<file path="config.mk">
export PLATFORM = sky130hd
export DESIGN_NAME = flash_unit_busy_timer
export DESIGN_NICKNAME = d
export VERILOG_FILES = /design/src/design/fbt_pkg.sv /design/src/design/fbt_state_mem.sv /design/src/design/fbt_result_q.sv /design/src/design/flash_unit_busy_timer.sv
export SDC_FILE = /design/constraint.sdc
export NUM_CORES = 2
export LEC_CHECK = 0
export BUFFER_PORTS_ARGS = -buffer_cell sky130_fd_sc_hd__buf_2
export CAP_MARGIN = 0
export CORE_MARGIN = 1
export CORE_UTILIZATION = 35
export DETAILED_ROUTE_END_ITERATION = 16
export PLACE_DENSITY = 0.5
export SLEW_MARGIN = 10
export SYNTH_ARGS = -nofsm -noshare
export SYNTH_HDL_FRONTEND = slang
export SYNTH_HIERARCHICAL = 1
export SYNTH_SLANG_ARGS = --single-unit
</file>
<file path="constraint.sdc">
create_clock -name aclk -period 17.2 [get_ports aclk]
set_input_delay 1.72 -clock aclk [delete_from_list [all_inputs] [get_ports aclk]]
set_output_delay 1.72 -clock aclk [all_outputs]
set_load 0.03 [all_outputs]
</file>
<file path="src/design/fbt_pkg.sv">
// fbt_pkg: shared types and constants for the flash unit busy timer.
// No dependencies; used by every module of the block except fbt_state_mem.
package fbt_pkg;

    localparam int TIME_W  = 20;
    localparam int TAG_W   = 16;
    localparam int UNIT_W  = 4;
    localparam int CLASS_W = 3;
    localparam int MAX_OUT = 16;
    localparam int CNT_W   = $clog2(MAX_OUT + 1);

    // t/10 as (t * RECIP) >> RECIP_SH, exact for t below 2**22
    localparam logic [TIME_W-1:0] RECIP    = TIME_W'(838861);
    localparam int                RECIP_SH = 23;

    localparam logic [CLASS_W-1:0] CLS_READ    = 3'd0;
    localparam logic [CLASS_W-1:0] CLS_PROGRAM = 3'd1;
    localparam logic [CLASS_W-1:0] CLS_ERASE   = 3'd2;
    localparam logic [CLASS_W-1:0] CLS_DUMMY   = 3'd3;
    localparam logic [CLASS_W-1:0] CLS_TRIM    = 3'd4;

    localparam logic OP_CMD  = 1'b0;
    localparam logic OP_TICK = 1'b1;

    localparam logic [1:0] REG_TIMING  = 2'd0;
    localparam logic [1:0] REG_READ    = 2'd1;
    localparam logic [1:0] REG_PROGRAM = 2'd2;
    localparam logic [1:0] REG_ERASE   = 2'd3;

    typedef enum logic [1:0] {
        KIND_PENDING = 2'd0,
        KIND_DONE    = 2'd1,
        KIND_BUSY    = 2'd2,
        KIND_INVALID = 2'd3
    } kind_t;

    typedef struct packed {
        kind_t              kind;
        logic [UNIT_W-1:0]  unit;
        logic [TAG_W-1:0]   tag;
        logic               last;
    } res_t;

    // control from the sequencer to the result stage
    typedef struct packed {
        logic cmd_push;
        logic cpl_push;
        logic flush;
    } q_ctrl_t;

    typedef struct packed {
        logic out_free;
        logic pend_valid;
    } q_stat_t;

endpackage

</file>
<file path="src/design/fbt_state_mem.sv">
// fbt_state_mem: per-unit countdown and tag storage, one write and one read port.
// Read data registered, held while no read is issued. Depends on nothing.
module fbt_state_mem #(
    parameter int DEPTH = 16,
    parameter int AW    = 4,
    parameter int DW    = 36
) (
    input  logic          aclk,
    input  logic          we,
    input  logic [AW-1:0] wr_addr,
    input  logic [DW-1:0] wr_data,
    input  logic          rd_en,
    input  logic [AW-1:0] rd_addr,
    output logic [DW-1:0] rd_data
);

    logic [DW-1:0] mem [DEPTH];
    logic [DW-1:0] rd_data_reg;

    always_ff @(posedge aclk) begin
        if (we) begin
            mem[wr_addr] <= wr_data;
        end
        if (rd_en) begin
            rd_data_reg <= mem[rd_addr];
        end
    end

    assign rd_data = rd_data_reg;

endmodule

</file>
<file path="src/design/fbt_result_q.sv">
// fbt_result_q: output register plus a one-entry holding slot for tick completions,
// so the final completion of a scan can be flagged last. Depends on fbt_pkg.
module fbt_result_q (
    input  logic                      aclk,
    input  logic                      aresetn,
    input  fbt_pkg::q_ctrl_t          ctrl,
    input  fbt_pkg::res_t             cmd_res,
    input  logic [fbt_pkg::UNIT_W-1:0] cpl_unit,
    input  logic [fbt_pkg::TAG_W-1:0]  cpl_tag,
    output fbt_pkg::q_stat_t          stat,
    output logic                      m_valid,
    input  logic                      m_ready,
    output logic [1:0]                m_kind,
    output logic [fbt_pkg::UNIT_W-1:0] m_done_unit,
    output logic [fbt_pkg::TAG_W-1:0]  m_done_tag,
    output logic                      m_last
);
    import fbt_pkg::*;

    logic               out_valid_reg, out_valid_next;
    res_t               out_reg, out_next;
    logic               pend_valid_reg, pend_valid_next;
    logic [UNIT_W-1:0]  pend_unit_reg, pend_unit_next;
    logic [TAG_W-1:0]   pend_tag_reg, pend_tag_next;
    logic               out_free;

    assign out_free = !out_valid_reg || m_ready;

    always_comb begin
        out_valid_next  = out_valid_reg;
        out_next        = out_reg;
        pend_valid_next = pend_valid_reg;
        pend_unit_next  = pend_unit_reg;
        pend_tag_next   = pend_tag_reg;
        if (out_valid_reg && m_ready) begin
            out_valid_next = 1'b0;
        end
        priority if (ctrl.cmd_push) begin
            out_valid_next = 1'b1;
            out_next       = cmd_res;
        end else if (ctrl.cpl_push) begin
            // a newer completion pushes the held one out, not last
            if (pend_valid_reg) begin
                out_valid_next = 1'b1;
                out_next       = '{kind: KIND_DONE, unit: pend_unit_reg,
                                   tag: pend_tag_reg, last: 1'b0};
            end
            pend_valid_next = 1'b1;
            pend_unit_next  = cpl_unit;
            pend_tag_next   = cpl_tag;
        end else if (ctrl.flush && pend_valid_reg) begin
            out_valid_next  = 1'b1;
            out_next        = '{kind: KIND_DONE, unit: pend_unit_reg,
                                tag: pend_tag_reg, last: 1'b1};
            pend_valid_next = 1'b0;
        end
    end

    always_ff @(posedge aclk) begin
        if (!aresetn) begin
            out_valid_reg  <= 1'b0;
            pend_valid_reg <= 1'b0;
        end else begin
            out_valid_reg  <= out_valid_next;
            pend_valid_reg <= pend_valid_next;
        end
    end

    always_ff @(posedge aclk) begin
        out_reg       <= out_next;
        pend_unit_reg <= pend_unit_next;
        pend_tag_reg  <= pend_tag_next;
    end

    assign stat.out_free   = out_free;
    assign stat.pend_valid = pend_valid_reg;

    assign m_valid     = out_valid_reg;
    assign m_kind      = out_reg.kind;
    assign m_done_unit = out_reg.unit;
    assign m_done_tag  = out_reg.tag;
    assign m_last      = out_reg.last;

endmodule

</file>
<file path="src/design/flash_unit_busy_timer.sv">
// flash_unit_busy_timer: top level, sequencer, busy flags and configuration registers.
// Depends on fbt_pkg, fbt_state_mem and fbt_result_q.
//
// One item at a time. A command goes through busy-time select, the multiply for
// the tenth, then check and write-back, and waits there for the output register.
// A tick walks the state memory one unit per cycle through its single read port,
// except while the result channel stalls as completions are being handed out.
// Completions come in ascending unit order, at most 16 per tick; a unit past that
// cap stays busy and completes on the next tick. Configuration writes are taken
// every cycle and must only be issued while the block is idle. No clearing pass
// after reset.
module flash_unit_busy_timer #(
    parameter int NUM_UNITS = 16
) (
    input  logic                        aclk,
    input  logic                        aresetn,
    input  logic                        s_valid,
    output logic                        s_ready,
    input  logic                        s_operation,
    input  logic [fbt_pkg::CLASS_W-1:0] s_req_class,
    input  logic [fbt_pkg::UNIT_W-1:0]  s_unit_id,
    input  logic [fbt_pkg::TAG_W-1:0]   s_request_tag,
    output logic                        m_valid,
    input  logic                        m_ready,
    output logic [1:0]                  m_kind,
    output logic [fbt_pkg::UNIT_W-1:0]  m_done_unit,
    output logic [fbt_pkg::TAG_W-1:0]   m_done_tag,
    output logic                        m_last,
    input  logic                        cfg_valid,
    output logic                        cfg_ready,
    input  logic [1:0]                  cfg_index,
    input  logic [fbt_pkg::TIME_W-1:0]  cfg_data
);
    import fbt_pkg::*;

    localparam int AW = (NUM_UNITS > 1) ? $clog2(NUM_UNITS) : 1;
    localparam int DW = TIME_W + TAG_W;
    localparam int QW = 2 * TIME_W - RECIP_SH;
    localparam logic [AW-1:0] LAST_IDX = AW'(NUM_UNITS - 1);

    typedef enum logic [4:0] {
        ST_IDLE     = 5'b00001,
        ST_CMD_MUL  = 5'b00010,
        ST_CMD_DONE = 5'b00100,
        ST_SCAN     = 5'b01000,
        ST_SCAN_END = 5'b10000
    } state_t;

    state_t                 state_reg, state_next;
    logic [NUM_UNITS-1:0]   busy_reg, busy_next;
    logic [AW-1:0]          scan_reg, scan_next;
    logic [CNT_W-1:0]       cnt_reg, cnt_next;
    logic [CLASS_W-1:0]     cls_reg, cls_next;
    logic [UNIT_W-1:0]      unit_reg, unit_next;
    logic [TAG_W-1:0]       tag_reg, tag_next;
    logic [TIME_W-1:0]      time_reg, time_next;
    logic [QW-1:0]          quot_reg, quot_next;

    logic                   timing_en_reg;
    logic [TIME_W-1:0]      read_time_reg, program_time_reg, erase_time_reg;

    logic                   mem_we, rd_en;
    logic [AW-1:0]          wr_addr, rd_addr;
    logic [DW-1:0]          wr_data, rd_data;
    logic [TIME_W-1:0]      rd_rem, dec_rem, sel_time;
    logic [TAG_W-1:0]       rd_tag;
    logic [2*TIME_W-1:0]    prod;

    q_ctrl_t                q_ctrl;
    q_stat_t                q_stat;
    res_t                   cmd_res;
    logic [UNIT_W-1:0]      cpl_unit;

    logic                   s_fire, cur_busy, complete, stall;
    logic                   bad_cmd, in_range;
    logic [AW-1:0]          cmd_idx;

    assign s_ready   = (state_reg == ST_IDLE);
    assign s_fire    = s_valid && s_ready;
    assign cfg_ready = 1'b1;

    // configuration registers
    always_ff @(posedge aclk) begin
        if (!aresetn) begin
            timing_en_reg    <= 1'b0;
            read_time_reg    <= '0;
            program_time_reg <= '0;
            erase_time_reg   <= '0;
        end else if (cfg_valid) begin
            unique case (cfg_index)
                REG_TIMING:  timing_en_reg    <= cfg_data[0];
                REG_READ:    read_time_reg    <= cfg_data;
                REG_PROGRAM: program_time_reg <= cfg_data;
                REG_ERASE:   erase_time_reg   <= cfg_data;
                default:     timing_en_reg    <= timing_en_reg;
            endcase
        end
    end

    always_comb begin
        priority if (s_req_class == CLS_READ) begin
            sel_time = read_time_reg;
        end else if (s_req_class == CLS_PROGRAM) begin
            sel_time = program_time_reg;
        end else if (s_req_class == CLS_ERASE) begin
            sel_time = erase_time_reg;
        end else begin
            sel_time = '0;
        end
    end

    assign prod   = {{TIME_W{1'b0}}, time_reg} * {{TIME_W{1'b0}}, RECIP};
    assign rd_rem = rd_data[DW-1:TAG_W];
    assign rd_tag = rd_data[TAG_W-1:0];

    assign in_range = (32'(unit_reg) < NUM_UNITS);
    assign cmd_idx  = AW'(unit_reg);
    assign bad_cmd  = (cls_reg > CLS_TRIM) || ((cls_reg == CLS_TRIM) && timing_en_reg)
                      || !in_range;

    assign cur_busy = busy_reg[scan_reg];
    assign dec_rem  = (rd_rem != '0) ? rd_rem - TIME_W'(1) : '0;
    assign complete = cur_busy && (dec_rem == '0) && (32'(cnt_reg) < MAX_OUT);
    // a new completion must push the held one out, which needs the output free
    assign stall    = complete && q_stat.pend_valid && !q_stat.out_free;
    assign cpl_unit = UNIT_W'(scan_reg);

    always_comb begin
        state_next = state_reg;
        busy_next  = busy_reg;
        scan_next  = scan_reg;
        cnt_next   = cnt_reg;
        cls_next   = cls_reg;
        unit_next  = unit_reg;
        tag_next   = tag_reg;
        time_next  = time_reg;
        quot_next  = quot_reg;
        mem_we     = 1'b0;
        wr_addr    = scan_reg;
        wr_data    = {dec_rem, rd_tag};
        rd_en      = 1'b0;
        rd_addr    = '0;
        q_ctrl     = '0;
        cmd_res    = '{kind: KIND_DONE, unit: unit_reg, tag: tag_reg, last: 1'b1};

        unique case (state_reg)
            ST_IDLE: begin
                if (s_fire) begin
                    if (s_operation == OP_TICK) begin
                        rd_en      = 1'b1;
                        scan_next  = '0;
                        cnt_next   = '0;
                        state_next = ST_SCAN;
                    end else begin
                        cls_next   = s_req_class;
                        unit_next  = s_unit_id;
                        tag_next   = s_request_tag;
                        time_next  = sel_time;
                        state_next = ST_CMD_MUL;
                    end
                end
            end
            ST_CMD_MUL: begin
                quot_next  = prod[2*TIME_W-1:RECIP_SH];
                state_next = ST_CMD_DONE;
            end
            ST_CMD_DONE: begin
                priority if (bad_cmd) begin
                    cmd_res.kind = KIND_INVALID;
                end else if (busy_reg[cmd_idx]) begin
                    cmd_res.kind = KIND_BUSY;
                end else if (!timing_en_reg) begin
                    cmd_res.kind = KIND_DONE;
                end else begin
                    cmd_res.kind = KIND_PENDING;
                end
                if (q_stat.out_free) begin
                    q_ctrl.cmd_push = 1'b1;
                    if (cmd_res.kind == KIND_PENDING) begin
                        mem_we             = 1'b1;
                        wr_addr            = cmd_idx;
                        wr_data            = {time_reg - TIME_W'(quot_reg), tag_reg};
                        busy_next[cmd_idx] = 1'b1;
                    end
                    state_next = ST_IDLE;
                end
            end
            ST_SCAN: begin
                if (!stall) begin
                    if (cur_busy) begin
                        mem_we = 1'b1;
                    end
                    if (complete) begin
                        busy_next[scan_reg] = 1'b0;
                        q_ctrl.cpl_push     = 1'b1;
                        cnt_next            = cnt_reg + CNT_W'(1);
                    end
                    if (scan_reg == LAST_IDX) begin
                        state_next = ST_SCAN_END;
                    end else begin
                        rd_en     = 1'b1;
                        rd_addr   = scan_reg + AW'(1);
                        scan_next = scan_reg + AW'(1);
                    end
                end
            end
            ST_SCAN_END: begin
                if (!q_stat.pend_valid) begin
                    state_next = ST_IDLE;
                end else if (q_stat.out_free) begin
                    q_ctrl.flush = 1'b1;
                    state_next   = ST_IDLE;
                end
            end
            default: begin
                state_next = ST_IDLE;
            end
        endcase
    end

    always_ff @(posedge aclk) begin
        if (!aresetn) begin
            state_reg <= ST_IDLE;
            busy_reg  <= '0;
            scan_reg  <= '0;
            cnt_reg   <= '0;
        end else begin
            state_reg <= state_next;
            busy_reg  <= busy_next;
            scan_reg  <= scan_next;
            cnt_reg   <= cnt_next;
        end
    end

    always_ff @(posedge aclk) begin
        cls_reg  <= cls_next;
        unit_reg <= unit_next;
        tag_reg  <= tag_next;
        time_reg <= time_next;
        quot_reg <= quot_next;
    end

    fbt_state_mem #(
        .DEPTH (NUM_UNITS),
        .AW    (AW),
        .DW    (DW)
    ) u_mem (
        .aclk    (aclk),
        .we      (mem_we),
        .wr_addr (wr_addr),
        .wr_data (wr_data),
        .rd_en   (rd_en),
        .rd_addr (rd_addr),
        .rd_data (rd_data)
    );

    fbt_result_q u_resq (
        .aclk        (aclk),
        .aresetn     (aresetn),
        .ctrl        (q_ctrl),
        .cmd_res     (cmd_res),
        .cpl_unit    (cpl_unit),
        .cpl_tag     (rd_tag),
        .stat        (q_stat),
        .m_valid     (m_valid),
        .m_ready     (m_ready),
        .m_kind      (m_kind),
        .m_done_unit (m_done_unit),
        .m_done_tag  (m_done_tag),
        .m_last      (m_last)
    );

    // held completion never survives the end of a scan
    a_pend_idle: assert property (@(posedge aclk) disable iff (!aresetn)
        (state_reg == ST_IDLE) |-> !q_stat.pend_valid)
        else $error("held completion left over in idle");

    // write-back and next read never hit the same entry
    a_no_rw_clash: assert property (@(posedge aclk) disable iff (!aresetn)
        (mem_we && rd_en) |-> (wr_addr != rd_addr))
        else $error("state memory read and write to same entry");

    // result stage is only loaded when its output register can take a beat
    a_push_free: assert property (@(posedge aclk) disable iff (!aresetn)
        (q_ctrl.cmd_push || (q_ctrl.cpl_push && q_stat.pend_valid) || q_ctrl.flush)
        |-> q_stat.out_free)
        else $error("result pushed into a full output register");

    // busy flags change only while an item is being worked
    a_busy_idle: assert property (@(posedge aclk) disable iff (!aresetn)
        (state_reg == ST_IDLE) |=> (busy_reg == $past(busy_reg)))
        else $error("busy flags changed while idle");

endmodule

</file>
==> summary.md <==
| Metric | Value |
|---|---|
| Run status | finished clean |
| Post-synthesis cell area | 0.0395 mm^2 |
| Worst Path Max Fanout | 7 |
| Vias | 22,500 |
| Synth area leaders | edfxtp_1 (54%), mux4_2 (8.7%), ha_1 (7.3%) |
| DRC Markers | 0 |
| Synth top area share | 54.3% |
| CTS sink count | 808 |
| Vias in the first global route | 23,800 |
| Post-cts resize count | 0 |
| CP startpoint kind | flip-flop |
| First-pass GRT wire length | 157,000 um |
| Initial DRC count | 1,698 |
| Dpl hpwl | 66,300 um |
| WHS Path Cells | 0 |
| Total wire length | 105,000 um |
| Share of cells above drive strength 1 | 17.1% |
| TritonCTS clock tree | done |
| Die W | 338 um |
| Vias per cell | 5.23 |
| Commonest non-fill, non-tap cell in the layout | edfxtp_1 |
| Routed len/inst | 24.5 um |
| Syn avg cell area | 15.1 um^2 |
| Number of synthesized flops with an enable pin | 715 |
| Postcts setup bufs | 0 |
| Core Region | 0.111 mm^2 |
| Layout overhead on the synthesized area | 12.9% |
| Leakage power | 15.9 nW |
| Overflow left after global routing | 0 |
| Fraction of registers with async set/reset | 0% |
| CP arrival | 7.49 ns |
| Ys flop type | edfxtp_1 |
| Slew Viols, Final | 0 |
| Commonest cells after routing, fill and taps aside | edfxtp_1 (715), nand2_1 (258), ha_1 (229) |
| Initial antenna violation count | 2 |
| Die area | 0.114 mm^2 |
| Synth area leader | edfxtp_1 |
| Kind of end point of the critical path | flip-flop |
| PortBufs | 75 |
| Endpoints failing hold | 0 |
| R2R depth | 22 |
| First-pass DRT Iterations | 5 |
| Setup TNS | 0 ns |
| Synthesized flop and latch total | 808 |
| Finished Cell Area | 0.0446 mm^2 |
| Yosys cell types | 76 |
| Routability congestion estimate from global placement | 0.864 |
| Peak supply drop | 0.177 mV |
| Ports | 77 |
| CTS Buf Count | 89 |
| Max_slew headroom | 20.5% |
| RSZ-0062 raised after global routing | no |
| Final setup violation count | 0 |
| Row cnt | 122 |
| Total track usage | 18.8% |
| Worst Path Required | 17.59 ns |
| Maxcap violations | 0 |
| PwrDens | 145 mW/mm^2 |
| Hold buffer count at cts | 0 |
| Worst hold-check path type | flip-flop to flip-flop |
| Crit Path Category | flip-flop to flip-flop |
| Clock Skews | 0.0336 ns |
| Register area share after synthesis | 59.1% |
| Initial Utilization | 35.5% |
| Max FFs per register | 576 |
| Worst-Margin Slew | 1.19 ns |
| CTS Buffer Depth | 3 |
| Area after DPL | 0.0418 mm^2 |
| Reg clk slew, reported paths | 0.06 ns |
| Largest net degree at the start of global routing | 91 |
| Synth warn | 6 |
| DRT antenna net count | 0 |
| Minimum clock period | 7.09 ns |
| Syn Inst Count | 2,622 |
| Die H | 338 um |
| Clk Latency, worst-skew pair | 0.67 ns |
| H-tree depth | 3 |
| CTS root buf | clkbuf_16 |
| Nets | 3,151 |
| Final period utilization | 41.2% |
| Maximum clock rate | 0.141 GHz |
==> cell families (layout without fill, tap and decap cells) <==
group	count (synthesis)	in the layout	synth area share, %
xor+xnor	66	66	1.46
compound gates	321	321	5.55
fa+ha+maj	359	359	13.8
other cells	1	3	0.00949
simple gates	548	548	6.53
mux	198	198	10.1
flops	808	808	59.1
buf+inv	321	506	3.45
==> report_power, final <==
| part | internal, mW | total, mW | leakage, nW | switching (mW) |
|---|---|---|---|---|
| Sequential | 2.24 | 2.26 | 7.19 | 0.0212 |
| Clock | 1.04 | 1.83 | 1.35 | 0.790 |
| Combinational | 1.03 | 2.38 | 7.37 | 1.35 |
| Total | 4.31 | 6.47 | 15.9 | 2.16 |
==> Yosys cell counts, drive strengths merged, types with 32 or more instances <==
master,instances
a21boi,63
a21oi,55
a22oi,78
buf,44
clkbuf,56
dfxtp,93
edfxtp,715
fa,130
ha,229
inv,220
mux4,154
nand2,259
nand3,32
nor2,113
o21ai,43
xnor2,34
xor2,32
==> critical path, cell delays in order (launching register included) <==
cell and delay [ns]:
edfxtp_1 0.63, inv_1 0.28, ha_1 0.39, inv_1 0.15, fa_1 0.47, ha_1 0.29
inv_1 0.05, fa_1 0.50, inv_1 0.06, fa_1 0.46, fa_1 0.47, ha_1 0.31
ha_1 0.33, a2111o_1 0.46, a211o_1 0.26, a31oi_1 0.16, o21a_1 0.29, o21ai_0 0.17
a21oi_1 0.42, o21ai_0 0.26, o21a_1 0.23, nor2_1 0.11, xnor2_1 0.07
==> cell type report <==
type,count,area (um^2)
Fill cell,10200,66700
Sequential cell,808,23300
Multi-Input combinational cell,1494,15000
Clock buffer,111,2330
Tap cell,1488,1860
Inverter,220,826
Timing Repair Buffer,128,773
Clock inverter,47,443
Antenna cell,1,2.50
==> metal layers <==
layer | up-vias | GRT usage [%] | routed length [um]
met5 | - | 0 | 7
met3 | 153 | 2.41 | 4410
met1 | 11800 | 25.2 | 46300
met4 | 2 | 5.76 | 3040
li1 | 9979 | - | -
met2 | 515 | 31.7 | 51700
==> stage by stage <==
step | hold WS (ns) | std cells | utilization (%) | total power [mW] | setup slack, ns
2_1_floorplan | 0.426 | 2623 | - | 3.99 | 10.73
3_3_place_gp | 0.435 | 4138 | 37.6 | 4.69 | 10.25
3_5_place_dp | 0.435 | 4138 | 37.6 | 4.70 | 10.07
4_1_cts | 0.448 | 4296 | 40.1 | 6.57 | 10.05
5_1_grt | 0.461 | 4296 | 40.1 | 6.94 | 9.70
6_report | 0.442 | 4297 | 40.1 | 6.47 | 10.11
==> final timing paths <==
path,to,slack [ns],startpoint
worst max-delay path,quot_reg[10],10.11,time_reg[18]
worst min-delay path,u_resq/pend_tag_reg[15],0.44,u_mem/rd_data[15]
worst max register to register,quot_reg[10],10.11,time_reg[18]
worst min register to register,u_resq/pend_tag_reg[15],0.44,u_mem/rd_data[15]
Power figures use the tool's default switching activity.
